### src/rtl/tone_square_wave_generator_assert.svh
// assertion macros shared by the tone generator rtl
// expects i_clk and i_rst_n in the scope of each use
`ifndef TONE_SQUARE_WAVE_GENERATOR_ASSERT_SVH
`define TONE_SQUARE_WAVE_GENERATOR_ASSERT_SVH

// condition holds at every edge out of reset
`define TSG_ASSERT_HOLDS(lbl, expr, msg) \
    lbl: assert property (@(posedge i_clk) disable iff (!i_rst_n) (expr)) \
        else $error(msg);

// same-cycle implication
`define TSG_ASSERT_IMPLIES(lbl, ante, cons, msg) \
    lbl: assert property (@(posedge i_clk) disable iff (!i_rst_n) (ante) |-> (cons)) \
        else $error(msg);

// next-cycle implication
`define TSG_ASSERT_NEXT(lbl, ante, cons, msg) \
    lbl: assert property (@(posedge i_clk) disable iff (!i_rst_n) (ante) |=> (cons)) \
        else $error(msg);

`endif

### src/rtl/tsg_pkg.sv
// tone generator package: field widths, codes and shared types
// no dependencies
package tsg_pkg;

    localparam int MODE_BITS  = 2;
    localparam int FREQ_BITS  = 16;
    localparam int FIELD_BITS = 16;
    localparam int CLK_BITS   = 29;
    localparam int DIV_BITS   = CLK_BITS + 1;

    localparam logic [CLK_BITS-1:0] CLK_RESET = 29'd84000000;

    localparam int QUEUE_DEPTH = 2;
    localparam int QPTR_BITS   = 1;
    localparam int QCNT_BITS   = 2;

    localparam logic [MODE_BITS-1:0] MODE_START = 2'd0;
    localparam logic [MODE_BITS-1:0] MODE_STOP  = 2'd1;
    localparam logic [MODE_BITS-1:0] MODE_TICK  = 2'd2;
    localparam logic [MODE_BITS-1:0] MODE_NONE  = 2'd3;

    typedef enum logic [1:0] {
        OP_START,
        OP_STOP,
        OP_TICK,
        OP_NOP
    } t_op;

    typedef struct packed {
        t_op                  op;
        logic [FREQ_BITS-1:0] freq;
    } t_entry;

    typedef struct packed {
        logic   valid;
        t_entry entry;
    } t_head;

    typedef struct packed {
        logic                start;
        logic [DIV_BITS-1:0] num;
        logic [DIV_BITS-1:0] den;
    } t_div_req;

    typedef struct packed {
        logic                done;
        logic [DIV_BITS-1:0] quo;
    } t_div_rsp;

    typedef enum logic [1:0] {
        ST_IDLE,
        ST_DIV_A,
        ST_DIV_B,
        ST_EMIT
    } t_state;

endpackage

### src/rtl/tsg_ifs.sv
// channel interfaces of the tone generator: note items, results, config writes
// depends on tsg_pkg
interface tsg_note_if;
    logic                          valid;
    logic                          ready;
    logic [tsg_pkg::MODE_BITS-1:0] mode;
    logic [tsg_pkg::FREQ_BITS-1:0] note_frequency;

    modport source (output valid, output mode, output note_frequency, input ready);
    modport sink   (input valid, input mode, input note_frequency, output ready);
endinterface

interface tsg_result_if;
    logic                           valid;
    logic                           ready;
    logic                           pin_level;
    logic                           active;
    logic [tsg_pkg::FIELD_BITS-1:0] prescale;
    logic [tsg_pkg::FIELD_BITS-1:0] reload;
    logic                           clamped;

    modport source (output valid, output pin_level, output active, output prescale,
                    output reload, output clamped, input ready);
    modport sink   (input valid, input pin_level, input active, input prescale,
                    input reload, input clamped, output ready);
endinterface

interface tsg_cfg_if;
    logic                         valid;
    logic                         ready;
    logic [tsg_pkg::CLK_BITS-1:0] timer_clock_hz;

    modport source (output valid, output timer_clock_hz, input ready);
    modport sink   (input valid, input timer_clock_hz, output ready);
endinterface

### src/rtl/tone_square_wave_generator.sv
// top level of the tone generator: config register, front queue and back end
// depends on tsg_pkg, tsg_ifs, tsg_front, tsg_back
//
//  channel    dir  payload                                      handshake
//  i_note     in   mode, note_frequency                         valid/ready
//  o_result   out  pin_level, active, prescale, reload, clamped valid/ready
//  i_cfg      in   timer_clock_hz                               valid/ready, always ready
//
// stop, tick and unused mode beats each pop and load a result; ticks run one per cycle
// while results are taken.
// a note start pops its beat, then holds the back end for two 30-bit divisions on the
// shared one-bit-per-cycle divider, each of 30 steps, and for the emit of its result.
// reset is synchronous and active low; all timer state clears at once.
// two-beat queue between front and back; an untaken result stalls every result load
module tone_square_wave_generator #(
    parameter int COUNTER_BITS = 16
) (
    input  logic         i_clk,
    input  logic         i_rst_n,
    tsg_note_if.sink     i_note,
    tsg_result_if.source o_result,
    tsg_cfg_if.sink      i_cfg
);

    logic [tsg_pkg::CLK_BITS-1:0] r_clk_hz;
    tsg_pkg::t_head               w_head;
    logic                         w_pop;

    assign i_cfg.ready = 1'b1;

    always_ff @(posedge i_clk) begin
        if (!i_rst_n) begin
            r_clk_hz <= tsg_pkg::CLK_RESET;
        end else if (i_cfg.valid && i_cfg.ready) begin
            r_clk_hz <= i_cfg.timer_clock_hz;
        end
    end

    tsg_front u_front (
        .i_clk   (i_clk),
        .i_rst_n (i_rst_n),
        .i_note  (i_note),
        .i_pop   (w_pop),
        .o_head  (w_head)
    );

    tsg_back #(
        .COUNTER_BITS (COUNTER_BITS)
    ) u_back (
        .i_clk    (i_clk),
        .i_rst_n  (i_rst_n),
        .i_clk_hz (r_clk_hz),
        .i_head   (w_head),
        .o_pop    (w_pop),
        .o_result (o_result)
    );

endmodule

### src/rtl/tsg_front.sv
// front end: accepts note beats, classifies them and queues them for the back end
// depends on tsg_pkg and tsg_ifs
module tsg_front (
    input  logic            i_clk,
    input  logic            i_rst_n,
    tsg_note_if.sink        i_note,
    input  logic            i_pop,
    output tsg_pkg::t_head  o_head
);

    tsg_pkg::t_entry                   r_ent [tsg_pkg::QUEUE_DEPTH];
    logic [tsg_pkg::QPTR_BITS-1:0]     r_wp;
    logic [tsg_pkg::QPTR_BITS-1:0]     r_rp;
    logic [tsg_pkg::QCNT_BITS-1:0]     r_cnt;
    tsg_pkg::t_entry                   w_new;
    logic                              w_push;
    logic                              w_pop;

    always_comb begin
        w_new.freq = i_note.note_frequency;
        unique case (i_note.mode)
            tsg_pkg::MODE_START: begin
                w_new.op = (i_note.note_frequency == '0) ? tsg_pkg::OP_STOP
                                                         : tsg_pkg::OP_START;
            end
            tsg_pkg::MODE_STOP: w_new.op = tsg_pkg::OP_STOP;
            tsg_pkg::MODE_TICK: w_new.op = tsg_pkg::OP_TICK;
            tsg_pkg::MODE_NONE: w_new.op = tsg_pkg::OP_NOP;
            default:            w_new.op = tsg_pkg::OP_NOP;
        endcase
    end

    assign i_note.ready = (r_cnt != tsg_pkg::QCNT_BITS'(tsg_pkg::QUEUE_DEPTH));
    assign w_push       = i_note.valid && i_note.ready;
    assign w_pop        = i_pop && (r_cnt != '0);

    assign o_head.valid = (r_cnt != '0);
    assign o_head.entry = r_ent[r_rp];

    always_ff @(posedge i_clk) begin
        if (!i_rst_n) begin
            r_wp  <= '0;
            r_rp  <= '0;
            r_cnt <= '0;
        end else begin
            if (w_push) begin
                r_wp <= r_wp + 1'b1;
            end
            if (w_pop) begin
                r_rp <= r_rp + 1'b1;
            end
            r_cnt <= r_cnt + tsg_pkg::QCNT_BITS'(w_push) - tsg_pkg::QCNT_BITS'(w_pop);
        end
    end

    always_ff @(posedge i_clk) begin
        if (w_push) begin
            r_ent[r_wp] <= w_new;
        end
    end

endmodule

### src/rtl/tsg_div.sv
// shared restoring divider, one quotient bit per cycle
// depends on tsg_pkg
module tsg_div (
    input  logic              i_clk,
    input  logic              i_rst_n,
    input  tsg_pkg::t_div_req i_req,
    output tsg_pkg::t_div_rsp o_rsp
);

    localparam int DW = tsg_pkg::DIV_BITS;
    localparam int CW = $clog2(DW);

    logic          r_busy;
    logic          r_done;
    logic [CW-1:0] r_cnt;
    logic [DW-1:0] r_rem;
    logic [DW-1:0] r_den;
    logic [DW-1:0] r_quo;
    logic [DW:0]   w_trial;
    logic          w_fit;

    assign w_trial = {r_rem, r_quo[DW-1]};
    assign w_fit   = (w_trial >= {1'b0, r_den});

    assign o_rsp.done = r_done;
    assign o_rsp.quo  = r_quo;

    always_ff @(posedge i_clk) begin
        if (!i_rst_n) begin
            r_busy <= 1'b0;
            r_done <= 1'b0;
            r_cnt  <= '0;
        end else begin
            r_done <= 1'b0;
            if (i_req.start) begin
                r_busy <= 1'b1;
                r_cnt  <= '0;
            end else if (r_busy) begin
                r_cnt <= r_cnt + 1'b1;
                if (r_cnt == CW'(DW - 1)) begin
                    r_busy <= 1'b0;
                    r_done <= 1'b1;
                end
            end
        end
    end

    always_ff @(posedge i_clk) begin
        if (i_req.start) begin
            r_rem <= '0;
            r_den <= i_req.den;
            r_quo <= i_req.num;
        end else if (r_busy) begin
            r_rem <= w_fit ? DW'(w_trial - {1'b0, r_den}) : w_trial[DW-1:0];
            r_quo <= {r_quo[DW-2:0], w_fit};
        end
    end

endmodule

### src/rtl/tsg_back.sv
// back end: runs ticks, stops, no-ops and note starts; holds timer state and result register
// depends on tsg_pkg, tsg_ifs, tsg_div and the assertion macro header
`include "tone_square_wave_generator_assert.svh"

module tsg_back #(
    parameter int COUNTER_BITS = 16
) (
    input  logic                         i_clk,
    input  logic                         i_rst_n,
    input  logic [tsg_pkg::CLK_BITS-1:0] i_clk_hz,
    input  tsg_pkg::t_head               i_head,
    output logic                         o_pop,
    tsg_result_if.source                 o_result
);

    localparam int CB = COUNTER_BITS;
    localparam int DW = tsg_pkg::DIV_BITS;
    localparam int FB = tsg_pkg::FIELD_BITS;
    localparam logic [63:0] CMAX = (64'd1 << COUNTER_BITS) - 64'd1;

    tsg_pkg::t_state   r_state, n_state;
    logic              r_level, n_level;
    logic              r_en, n_en;
    logic              r_clamp, n_clamp;
    logic [CB-1:0]     r_pval, n_pval;
    logic [CB-1:0]     r_rval, n_rval;
    logic [CB-1:0]     r_pcnt, n_pcnt;
    logic [CB-1:0]     r_mcnt, n_mcnt;
    logic [CB-1:0]     r_pnew, n_pnew;
    logic [CB-1:0]     r_rnew, n_rnew;
    logic              r_cnew, n_cnew;
    logic              r_out_valid, n_out_valid;
    logic              r_out_pin;
    logic              r_out_act;
    logic [FB-1:0]     r_out_pre;
    logic [FB-1:0]     r_out_rel;
    logic              r_out_clamp;
    logic              w_out_free;
    logic              w_load;
    tsg_pkg::t_div_req w_req;
    tsg_pkg::t_div_rsp w_rsp;
    logic [31:0]       w_pre_ext;
    logic [31:0]       w_rel_ext;

    tsg_div u_div (
        .i_clk   (i_clk),
        .i_rst_n (i_rst_n),
        .i_req   (w_req),
        .o_rsp   (w_rsp)
    );

    assign w_out_free = !r_out_valid || o_result.ready;

    always_comb begin
        logic [CB-1:0] v_mnext;
        logic [DW-1:0] v_div;
        logic [DW-1:0] v_pre;
        logic [DW-1:0] v_rel;

        n_state = r_state;
        n_level = r_level;
        n_en    = r_en;
        n_clamp = r_clamp;
        n_pval  = r_pval;
        n_rval  = r_rval;
        n_pcnt  = r_pcnt;
        n_mcnt  = r_mcnt;
        n_pnew  = r_pnew;
        n_rnew  = r_rnew;
        n_cnew  = r_cnew;
        o_pop   = 1'b0;
        w_load  = 1'b0;
        w_req   = '0;
        v_mnext = '0;
        v_div   = '0;
        v_pre   = '0;
        v_rel   = '0;

        unique case (r_state)
            tsg_pkg::ST_IDLE: begin
                if (i_head.valid) begin
                    unique case (i_head.entry.op)
                        tsg_pkg::OP_START: begin
                            o_pop     = 1'b1;
                            w_req.start = 1'b1;
                            w_req.num = DW'(i_clk_hz) + DW'(i_head.entry.freq);
                            w_req.den = DW'({i_head.entry.freq, 1'b0});
                            n_state   = tsg_pkg::ST_DIV_A;
                        end
                        tsg_pkg::OP_STOP: begin
                            if (w_out_free) begin
                                o_pop   = 1'b1;
                                w_load  = 1'b1;
                                n_en    = 1'b0;
                                n_level = 1'b0;
                            end
                        end
                        tsg_pkg::OP_TICK: begin
                            if (w_out_free) begin
                                o_pop  = 1'b1;
                                w_load = 1'b1;
                                if (r_pcnt >= r_pval) begin
                                    n_pcnt  = '0;
                                    v_mnext = (r_mcnt >= r_rval) ? '0 : r_mcnt + 1'b1;
                                    n_mcnt  = v_mnext;
                                    if (v_mnext == CB'(1) && r_en) begin
                                        n_level = !r_level;
                                    end
                                end else begin
                                    n_pcnt = r_pcnt + 1'b1;
                                end
                            end
                        end
                        tsg_pkg::OP_NOP: begin
                            if (w_out_free) begin
                                o_pop  = 1'b1;
                                w_load = 1'b1;
                            end
                        end
                        default: ;
                    endcase
                end
            end
            tsg_pkg::ST_DIV_A: begin
                if (w_rsp.done) begin
                    // zero divisor is clamped to one
                    v_div  = (w_rsp.quo == '0) ? DW'(1) : w_rsp.quo;
                    n_cnew = (w_rsp.quo == '0);
                    v_pre  = v_div >> COUNTER_BITS;
                    if (64'(v_pre) > CMAX) begin
                        v_pre = DW'(CMAX);
                    end
                    n_pnew      = CB'(v_pre);
                    w_req.start = 1'b1;
                    w_req.num   = v_div;
                    w_req.den   = v_pre + DW'(1);
                    n_state     = tsg_pkg::ST_DIV_B;
                end
            end
            tsg_pkg::ST_DIV_B: begin
                if (w_rsp.done) begin
                    v_rel  = w_rsp.quo - DW'(1);
                    n_rnew = (64'(v_rel) > CMAX) ? CB'(CMAX) : CB'(v_rel);
                    n_state = tsg_pkg::ST_EMIT;
                end
            end
            tsg_pkg::ST_EMIT: begin
                if (w_out_free) begin
                    w_load  = 1'b1;
                    n_pval  = r_pnew;
                    n_rval  = r_rnew;
                    n_clamp = r_cnew;
                    n_pcnt  = '0;
                    n_mcnt  = '0;
                    n_en    = 1'b1;
                    n_state = tsg_pkg::ST_IDLE;
                end
            end
            default: n_state = tsg_pkg::ST_IDLE;
        endcase

        if (w_load) begin
            n_out_valid = 1'b1;
        end else if (o_result.ready) begin
            n_out_valid = 1'b0;
        end else begin
            n_out_valid = r_out_valid;
        end
    end

    assign w_pre_ext = 32'(n_pval);
    assign w_rel_ext = 32'(n_rval);

    always_ff @(posedge i_clk) begin
        if (!i_rst_n) begin
            r_state     <= tsg_pkg::ST_IDLE;
            r_level     <= 1'b0;
            r_en        <= 1'b0;
            r_clamp     <= 1'b0;
            r_pval      <= '0;
            r_rval      <= '0;
            r_pcnt      <= '0;
            r_mcnt      <= '0;
            r_out_valid <= 1'b0;
        end else begin
            r_state     <= n_state;
            r_level     <= n_level;
            r_en        <= n_en;
            r_clamp     <= n_clamp;
            r_pval      <= n_pval;
            r_rval      <= n_rval;
            r_pcnt      <= n_pcnt;
            r_mcnt      <= n_mcnt;
            r_out_valid <= n_out_valid;
        end
    end

    always_ff @(posedge i_clk) begin
        r_pnew <= n_pnew;
        r_rnew <= n_rnew;
        r_cnew <= n_cnew;
        if (w_load) begin
            r_out_pin   <= n_level && n_en;
            r_out_act   <= n_en;
            r_out_pre   <= w_pre_ext[FB-1:0];
            r_out_rel   <= w_rel_ext[FB-1:0];
            r_out_clamp <= n_clamp;
        end
    end

    assign o_result.valid     = r_out_valid;
    assign o_result.pin_level = r_out_pin;
    assign o_result.active    = r_out_act;
    assign o_result.prescale  = r_out_pre;
    assign o_result.reload    = r_out_rel;
    assign o_result.clamped   = r_out_clamp;

    `TSG_ASSERT_IMPLIES(a_idle_low, !r_en, !r_level, "pin level set while output disabled")
    `TSG_ASSERT_HOLDS(a_pcnt_range, r_pcnt <= r_pval, "prescale count beyond prescale value")
    `TSG_ASSERT_HOLDS(a_mcnt_range, r_mcnt <= r_rval, "main count beyond reload value")
    `TSG_ASSERT_IMPLIES(a_pop_valid, o_pop, i_head.valid, "queue popped while empty")
    `TSG_ASSERT_NEXT(a_start_done, r_state == tsg_pkg::ST_EMIT && w_out_free,
        r_out_valid && r_en, "note start finished without result or enable")

endmodule
### src/flat_wrapper.sv
// flat-port wrapper written by rule: the top's interface ports become plain ports
module tone_square_wave_generator_flat 
#(
    parameter int COUNTER_BITS = 16
)
  (i_clk, i_rst_n, i_note_valid, i_note_mode, i_note_note_frequency, i_note_ready, o_result_valid, o_result_pin_level, o_result_active, o_result_prescale, o_result_reload, o_result_clamped, o_result_ready, i_cfg_valid, i_cfg_timer_clock_hz, i_cfg_ready);
  tsg_note_if i_note_i ();
  tsg_result_if o_result_i ();
  tsg_cfg_if i_cfg_i ();
  input  logic i_clk;
  input  logic i_rst_n;
  input wire logic [$bits(i_note_i.valid)-1:0] i_note_valid;
  input wire logic [$bits(i_note_i.mode)-1:0] i_note_mode;
  input wire logic [$bits(i_note_i.note_frequency)-1:0] i_note_note_frequency;
  output wire logic [$bits(i_note_i.ready)-1:0] i_note_ready;
  output wire logic [$bits(o_result_i.valid)-1:0] o_result_valid;
  output wire logic [$bits(o_result_i.pin_level)-1:0] o_result_pin_level;
  output wire logic [$bits(o_result_i.active)-1:0] o_result_active;
  output wire logic [$bits(o_result_i.prescale)-1:0] o_result_prescale;
  output wire logic [$bits(o_result_i.reload)-1:0] o_result_reload;
  output wire logic [$bits(o_result_i.clamped)-1:0] o_result_clamped;
  input wire logic [$bits(o_result_i.ready)-1:0] o_result_ready;
  input wire logic [$bits(i_cfg_i.valid)-1:0] i_cfg_valid;
  input wire logic [$bits(i_cfg_i.timer_clock_hz)-1:0] i_cfg_timer_clock_hz;
  output wire logic [$bits(i_cfg_i.ready)-1:0] i_cfg_ready;
  assign i_note_i.valid = i_note_valid;
  assign i_note_i.mode = i_note_mode;
  assign i_note_i.note_frequency = i_note_note_frequency;
  assign i_note_ready = i_note_i.ready;
  assign o_result_valid = o_result_i.valid;
  assign o_result_pin_level = o_result_i.pin_level;
  assign o_result_active = o_result_i.active;
  assign o_result_prescale = o_result_i.prescale;
  assign o_result_reload = o_result_i.reload;
  assign o_result_clamped = o_result_i.clamped;
  assign o_result_i.ready = o_result_ready;
  assign i_cfg_i.valid = i_cfg_valid;
  assign i_cfg_i.timer_clock_hz = i_cfg_timer_clock_hz;
  assign i_cfg_ready = i_cfg_i.ready;
  tone_square_wave_generator #(.COUNTER_BITS(COUNTER_BITS)) u_core (.i_clk(i_clk), .i_rst_n(i_rst_n), .i_note(i_note_i), .o_result(o_result_i), .i_cfg(i_cfg_i));
endmodule
### config.mk
export PLATFORM = sky130hd
export DESIGN_NAME = tone_square_wave_generator_flat
export DESIGN_NICKNAME = d
export VERILOG_FILES = /design/src/rtl/tsg_pkg.sv /design/src/rtl/tsg_ifs.sv /design/src/rtl/tone_square_wave_generator.sv /design/src/rtl/tsg_front.sv /design/src/rtl/tsg_div.sv /design/src/rtl/tsg_back.sv /design/src/flat_wrapper.sv
export VERILOG_INCLUDE_DIRS = /design/src /design/src/rtl
export SDC_FILE = /design/constraint.sdc
export NUM_CORES = 1
export LEC_CHECK = 0
export ABC_AREA = 1
export ABC_CLOCK_PERIOD_IN_PS = 10100
export BUFFER_PORTS_ARGS = -buffer_cell sky130_fd_sc_hd__buf_2
export CAP_MARGIN = 20
export CORE_MARGIN = 2
export CORE_UTILIZATION = 65
export DETAILED_ROUTE_END_ITERATION = 12
export PLACE_DENSITY = 0.84
export SLEW_MARGIN = 20
export SYNTH_ARGS = -nofsm -noshare
export SYNTH_HDL_FRONTEND = slang
export SYNTH_HIERARCHICAL = 1
export SYNTH_SLANG_ARGS = --single-unit
### constraint.sdc
create_clock -name i_clk -period 10.1 [get_ports i_clk]
set_clock_uncertainty 0.05 [all_clocks]
set_input_delay 0.505 -clock i_clk [delete_from_list [all_inputs] [get_ports i_clk]]
set_output_delay 0.505 -clock i_clk [all_outputs]
set_load 0.03 [all_outputs]
==> flow_metrics.py <==
metrics = {
    "place": {
        "gp_congestion": 0.997,
        "dp_hpwl_um": 36100,
        "pre_cts_slack_ns": 5.32,
        "portBuffers": 88,
    },
    "timing": {
        "slew_viol_final": 0,
        "post-route-period-util": 0.476,
        "setup_viol": 0,
        "whs_ns": 0.149,
        "slew_headroom": 0.305,
        "finalCriticalPeriod_ns": 4.81,
        "finalSetupTns_ns": 0,
        "setup_ws_ns": 5.29,
        "worst_pin_slew_ns": 1.04,
        "rsz0062_at_grt": "false",
        "hold_viol_final": 0,
        "max_freq_mhz": 208,
    },
    "floorplan": {
        "die_w_um": 171,
        "fp.dieArea_um2": 29300,
        "start_util": 0.658,
        "fp.dieH_um": 171,
        "rows": 61,
        "core_um2": 27600,
        "pin_count": 90,
    },
    "route": {
        "drt_iter0_drc": 2037,
        "dr_total_vias": 16013,
        "antenna_left": 0,
        "drcViolationCount": 0,
        "viasPerCell": 5.58,
        "wirelength_um": 48200,
        "drtPass1Iterations": 6,
        "wire_per_inst_um": 16.8,
    },
    "power_and_ir_drop": {
        "p_leak_nw": 9.32,
        "finalPower_w": 0.00480,
        "p_per_area_nw_per_um2": 241,
        "peakVddDrop_uv": 156,
    },
    "synthesis": {
        "async_flop_share": 0,
        "synth_top_area_frac": 0.268,
        "syn_inst": 2394,
        "yosys_warnings": 6,
        "synth_area_um2": 18200,
        "syn_area_per_cell_um2": 7.59,
        "synth_cell_types": 63,
        "synthFlopType": "edfxtp_1",
        "ys_top_cells_by_area": "edfxtp_1, dfxtp_1, nand2_1, inv_1, ha_1",
        "synth.largest_area_cell": "edfxtp_1",
        "yosys.cell_count.top_type": "nand2_1",
        "synth_enable_flop_cells": 162,
        "synth_commonest_cells": "nand2_1, inv_1, nor2_1",
        "seq_area_frac_synth": 0.423,
        "synth_seq_cells": 303,
    },
    "flow_run": {
        "drv_cap": 0,
    },
    "cts": {
        "insertion_delay_ns": 0.52,
        "cts_setup_buffers": 0,
        "post_cts_resized": 0,
        "root_buffer": "clkbuf_16",
        "numCtsBuffers": 34,
        "clock_path_buffers": 3,
        "cts_tree": "done",
        "cts-hold-fix-buffers": 0,
        "htreeDepth": 2,
        "clock-sinks": 303,
        "clk_pin_slew_ns": 0.06,
    },
    "worst_setup_path": {
        "r2r_setup_slack_ns": 5.29,
        "cp-end-kind": "register",
        "cp_max_fo": 63,
        "cp.required_ns": 10.23,
        "crit_type": "register to register",
        "crit_arrival_ns": 4.94,
        "start_kind": "register",
    },
    "global_route": {
        "grt_max_degree": 64,
        "grt_remaining_overflow": 0,
        "grt_usage": 0.333,
        "antenna_found_initial": 1,
        "grt_pass1_wl_um": 76600,
        "grt_pass1_vias": 14925,
    },
    "min_path": {
        "hold_class": "input port to register",
    },
    "cells_and_area": {
        "multi_input_area_um2": 8710,
        "fin_nets": 2617,
        "nFillCells": 2257,
        "antenna_cells": 0,
        "layout.area.seq_um2": 7690,
        "drive_above_1_share": 0.0998,
        "area_delta_synth_final_pct": 9.42,
    },
    "status": {
        "status": "complete, no violations",
    },
}
[cell families (layout without fill, tap and decap cells)]
logic type / count (synthesis) / in the layout / share of synthesized area
AOI/OAI and AO/OA: 273 / 273 / 0.0849
xor gates and xnor gates: 48 / 48 / 0.0231
adders and majority gates: 96 / 96 / 0.0669
buffers and inverters: 449 / 537 / 0.101
DFF: 303 / 303 / 0.423
muxes: 18 / 18 / 0.0132
other: 2 / 14 / 0.000413
and+or+nand+nor: 1205 / 1205 / 0.287
[path summary, 6_finish.rpt]
check	from	end	depth (start not counted)
setup / recovery	register	u_core/u_back/u_div/r_quo[3]	13
hold / removal	i_note_note_frequency[12]	u_core/u_front/r_ent[1][12]	1
setup reg to reg	register	u_core/u_back/u_div/r_quo[3]	13
hold reg to reg	u_core/r_clk_hz[12]	u_core/r_clk_hz[12]	2
[report_power, final]
part           total, W  internal (W)  switching, W
Clock           0.00118      0.000670      0.000511
Sequential      0.00178       0.00159      0.000197
Combinational   0.00183      0.000558       0.00127
Total           0.00480       0.00281       0.00198
[placed cells by master, fill, tap and decap left out, types with 7 or more instances in the layout]
cell,netlist,layout
a211oi_1,9,9
a21oi_1,83,83
a31oi_1,12,12
and2_1,8,8
buf_2,6,88
buf_4,5,13
clkbuf_1,51,10
clkbuf_16,0,36
clkinv_1,4,8
conb_1,2,14
dfxtp_1,141,141
edfxtp_1,162,162
ha_1,94,94
inv_1,358,357
inv_2,11,11
mux2_2,8,8
mux2_4,10,10
nand2_1,637,636
nand2_2,8,9
nand3_1,136,136
nand3_2,13,13
nand4_1,32,32
nor2_1,273,271
nor2_2,14,15
nor3_1,40,40
o21ai_0,99,99
o21ai_1,18,18
o21bai_1,8,8
o22ai_1,11,11
or2_2,7,7
xnor2_1,17,17
xor2_1,31,31
[sequential cells by signal, summed over array words and instances (netlist names), 2 cells and up, named ones only]
register and count:
u_core/u_back/u_div/r_quo 30, u_core/u_back/r_rnew 16, u_core/u_back/r_pval 16, u_core/u_back/o_result.prescale 16, u_core/r_clk_hz 29, u_core/u_back/u_div/r_rem 30, u_core/u_back/u_div/r_den 30, u_core/u_back/u_div/r_cnt 5
u_core/u_front/r_ent 36, u_core/u_back/r_pcnt 16, u_core/u_back/r_pnew 14, u_core/u_back/o_result.reload 16, u_core/u_front/r_cnt 2, u_core/u_back/r_mcnt 16, u_core/u_back/r_state 2, u_core/u_back/r_rval 16
[per-layer routing]
| metal | GRT usage | up-vias | share of wire |
|---|---|---|---|
| li1 | - | 7859 | - |
| met1 | 0.460 | 7277 | 0.43 |
| met2 | 0.540 | 742 | 0.45 |
| met3 | 0.0442 | 133 | 0.082 |
| met4 | 0.121 | 2 | 0.037 |
| met5 | 0 | - | 0.00027 |
[critical path, cell delays in order (launching register included)]
cell	delay (ns)
dfxtp_1	0.94
mux2_2	0.43
inv_1	0.09
ha_1	0.16
inv_1	0.05
nor2_2	0.10
buf_4	0.32
inv_1	0.31
nand2_2	0.11
buf_4	0.55
nor2_1	0.10
buf_4	0.25
inv_1	0.52
buf_4	0.43
[area by class of cell]
type | count | area share
inverter | 374 | 0.0707
multi-input combinational | 1654 | 0.438
timing repair buffer | 102 | 0.0278
tap | 378 | 0.0238
clock inverter | 14 | 0.00497
sequential | 303 | 0.387
clock buffer | 47 | 0.0479
[metrics by stage]
step / cells / utilization / cell area [µm²]
after global placement: 2810 / 0.681 / 18800
after CTS: 2871 / 0.719 / 19900
final: 2872 / 0.719 / 19900
after detailed placement: 2810 / 0.681 / 18800
after global routing: 2872 / 0.719 / 19900
after floorplan: 2406 / - / 18200
No activity file was read; power rests on OpenSTA's default activity.
